==> src/hdl/kect_pkg.sv <==
`timescale 1ns / 1ps

package kect_pkg;

  localparam int unsigned NARROW_ENTRIES_DEF = 4096;
  localparam int unsigned WIDE_ENTRIES_DEF = 256;

  localparam int unsigned KEY_W = 64;
  localparam int unsigned LANES = 8;

  localparam logic [7:0] MARKER = 8'd255;
  localparam logic [7:0] PROMOTE_AT = 8'd254;
  localparam logic [31:0] WIDE_MAX = 32'hFFFF_FFFF;

  localparam logic [1:0] ST_NARROW = 2'd0;
  localparam logic [1:0] ST_WIDE = 2'd1;
  localparam logic [1:0] ST_DROP = 2'd2;

  typedef struct packed {
    logic vld;
    logic [KEY_W-1:0] key;
    logic [7:0] cov;
    logic [LANES-1:0][7:0] ec;
  } narrow_row_t;

  typedef struct packed {
    logic vld;
    logic [KEY_W-1:0] key;
    logic [31:0] cov;
    logic [LANES-1:0][31:0] ec;
  } wide_row_t;

endpackage

==> src/hdl/kect_mod.sv <==
`timescale 1ns / 1ps

module kect_mod #(
  parameter int unsigned NARROW_ENTRIES = kect_pkg::NARROW_ENTRIES_DEF,
  parameter int unsigned WIDE_ENTRIES = kect_pkg::WIDE_ENTRIES_DEF,
  localparam int unsigned NI = $clog2(NARROW_ENTRIES),
  localparam int unsigned WI = $clog2(WIDE_ENTRIES)
) (
  input  logic                       clk,
  input  logic                       rst_n,
  input  logic                       start,
  input  logic [kect_pkg::KEY_W-1:0] key,
  output logic                       done,
  output logic [NI-1:0]              rem_n,
  output logic [WI-1:0]              rem_w
);

  logic done_r;
  logic [NI-1:0] rn_r;
  logic [WI-1:0] rw_r;

  // table sizes are powers of two: the home slot is the low key bits
  always_ff @(posedge clk) begin
    if (!rst_n) begin
      done_r <= 1'b0;
    end else begin
      done_r <= start;
    end
    if (start) begin
      rn_r <= key[NI-1:0];
      rw_r <= key[WI-1:0];
    end
  end

  assign done = done_r;
  assign rem_n = rn_r;
  assign rem_w = rw_r;

endmodule

==> config.mk <==
export PLATFORM = sky130hd
export DESIGN_NAME = kect_mod
export DESIGN_NICKNAME = d
export VERILOG_FILES = /design/src/hdl/kect_pkg.sv /design/src/hdl/kect_mod.sv
export SDC_FILE = /design/constraint.sdc
export NUM_CORES = 1
export LEC_CHECK = 0
export BUFFER_PORTS_ARGS = -buffer_cell sky130_fd_sc_hd__buf_2
export CAP_MARGIN = 20
export CELL_PAD_IN_SITES_DETAIL_PLACEMENT = 0
export CELL_PAD_IN_SITES_GLOBAL_PLACEMENT = 2
export CORE_MARGIN = 1.5
export CORE_UTILIZATION = 11
export CTS_CLUSTER_SIZE = 24
export DETAILED_ROUTE_END_ITERATION = 10
export PLACE_DENSITY_LB_ADDON = 0.1
export RECOVER_POWER = 25
export SLEW_MARGIN = 5
export SYNTH_ARGS = -nofsm -noshare
export SYNTH_HDL_FRONTEND = slang
export SYNTH_SLANG_ARGS = --single-unit
export TNS_END_PERCENT = 20
==> constraint.sdc <==
create_clock -name clk -period 1.51 [get_ports clk]
set_input_delay 0.151 -clock clk [delete_from_list [all_inputs] [get_ports clk]]
set_output_delay 0.151 -clock clk [all_outputs]
set_load 0.05 [all_outputs]
==> qor.csv <==
metric,value,unit
worst-path fanout max,2,
CP arrival,850,ps
synthesized area per cell,20.3,µm²
clock sink count,13,
WHS,81.5,ps
FMAX,1000,MHz
largest net degree at the start of global routing,14,
cts repair resizes,0,
peak supply drop,0.346,mV
first-pass GRT wire length,1.26,mm
DP Worst Slack,712,ps
Max-Cap Viols,0,
TritonCTS clock tree,done,
Sequential Area,380,µm²
Synth Cell Area,447,µm²
Cell variety after synth,4,
Placed Instances,97,
"Slowest-stage cell, CP",edfxtp_1,
DRC Markers,0,
I/O Buffers,35,
Yosys warning count,0,
Max H-tree Level,1,
worst setup path class,reg -> out,
std cell rows,22,
Antenna Nets Post-Route,0,
share of total power in the clock network,32.3,%
Sw Ratio,32.5,%
final worst slack,511,ps
Die Ht,66.7,µm
part of the power in registers,44.8,%
Layout fillers,405,
Mapped Cells,22,
crit path time final,999,ps
sequential area share after synthesis,85.2,%
DRT Wirelength,872,µm
Internal,652,µW
CP Launch Type,flip-flop,
cell taking the most area after synthesis,edfxtp_1,
crit path capture type,output port,
period utilisation layout,66.1,%
core area,0.00377,mm²
initial core utilization,11.8,%
final hold violation count,0,
status,"finished, final reports clean",
"FFs w/ async S/R, synth",0,%
vias in the first global route,280,
Post-CTS Hold Buffers,0,
clock root buffer,clkbuf_8,
commonest cells in the netlist,"edfxtp_1, buf_4, and2_1, dfxtp_1",
"Largest stage delay, worst path",380,ps
Die Area,0.00445,mm²
"Largest delay share family, worst path",flip-flops,
share of cells above drive strength 1,71.7,%
WP buf/inv,1,
cell with the most instances after synthesis,edfxtp_1,
PD cells,1450,mW/mm²
post-route insts no fill,101,
synthesized net count,89,
vias post-DR,280,
RSZ-0062 raised after global routing,no,
Setup TNS Final,0,ps
leakage power,0.000290,µW
Area growth syn-to-layout,49.3,%
postcts setup bufs,0,
area share of the largest cell type after synthesis,80.7,%
post-DR wirelength/cell,8.63,µm
Hold Path Class,in -> reg,
routability congestion estimate from global placement,0.539,
main flop type after synthesis,edfxtp_1,
GRT Total Usage,4.22,%
initial antenna violation count,0,
"Setup violations, final",0,
pins over their slew limit,0,
CTS Buf Count,3,
IO Count,88,
Psw,315,µW
n_diodes,0,
total grt overflow,0,
synth top area cells,"edfxtp_1, buf_4, dfxtp_1",
Worst-Margin Slew,305,ps
Comb pwr share,22.9,%
routed vias/inst,2.77,
#FFs+latches synth,13,
Post-synth EDFFs,12,
Starting DRT DRC Count,8,
worst-path cell chain,buf_2,
Final #Nets,121,
multi-input logic area,6.26,µm²
Rel. slew slack,79.6,%
Die W,66.7,µm
WP data required,1360,ps
Longest Clk Path Bufs,2,
Clock transition at path regs,60,ps
TritonRoute pass-1 iters,2,
==> power groups by stage <==
| stage | Sequential [µW] | Combinational [µW] | Clock [µW] |
|---|---|---|---|
| 2_1_floorplan | 540 | 85.4 | 0 |
| 3_3_place_gp | 439 | 226 | 0 |
| 3_5_place_dp | 441 | 224 | 0 |
| 4_1_cts | 434 | 224 | 337 |
| 5_1_grt | 437 | 232 | 349 |
| 6_report | 433 | 222 | 312 |
==> cell families after synthesis <==
group / after synthesis / synth area share (%)
DFF: 13 / 85.2
and+or+nand+nor: 1 / 1.40
buffers and inverters: 8 / 13.4
==> final timing paths <==
kind / startpoint / end / slack, ps / depth (start not counted)
worst min-delay path: key[2] / rem_n[2] / 80 / 1
worst max-delay path: rem_n[7] / rem_n[7] / 510 / 1
==> routing by layer <==
layer | vias up | track usage (%) | part of all wire (%)
met4 | 0 | 3.06 | 1.6
li1 | 131 | - | -
met5 | - | 0 | 0
met3 | 2 | 2.36 | 11
met2 | 23 | 5.50 | 39
met1 | 124 | 5.07 | 48
==> area by class of cell <==
type | instances | share of cell area, %
Tap cell | 48 | 9.01
Multi-Input combinational cell | 1 | 0.938
Clock buffer | 4 | 6.75
Timing Repair Buffer | 35 | 26.3
Sequential cell | 13 | 57.0
==> stage by stage <==
stage | area, µm² | util (%) | total power (µW)
2_1_floorplan | 447 | - | 625
3_3_place_gp | 622 | 16.5 | 666
3_5_place_dp | 622 | 16.5 | 665
4_1_cts | 667 | 17.7 | 995
5_1_grt | 667 | 17.7 | 1020
6_report | 667 | 17.7 | 967
==> sequential cells by signal (all words and copies together) (netlist names) <==
register  count
rem_n        12
done          1
==> cells in the final DEF, fill, tap and decap left out <==
cell type,netlist,layout
buf_2,0,35
clkbuf_1,0,1
clkbuf_8,0,3
dfxtp_1,1,1
and2_1,1,1
edfxtp_1,12,12
No activity file was read; power rests on OpenSTA's default activity.
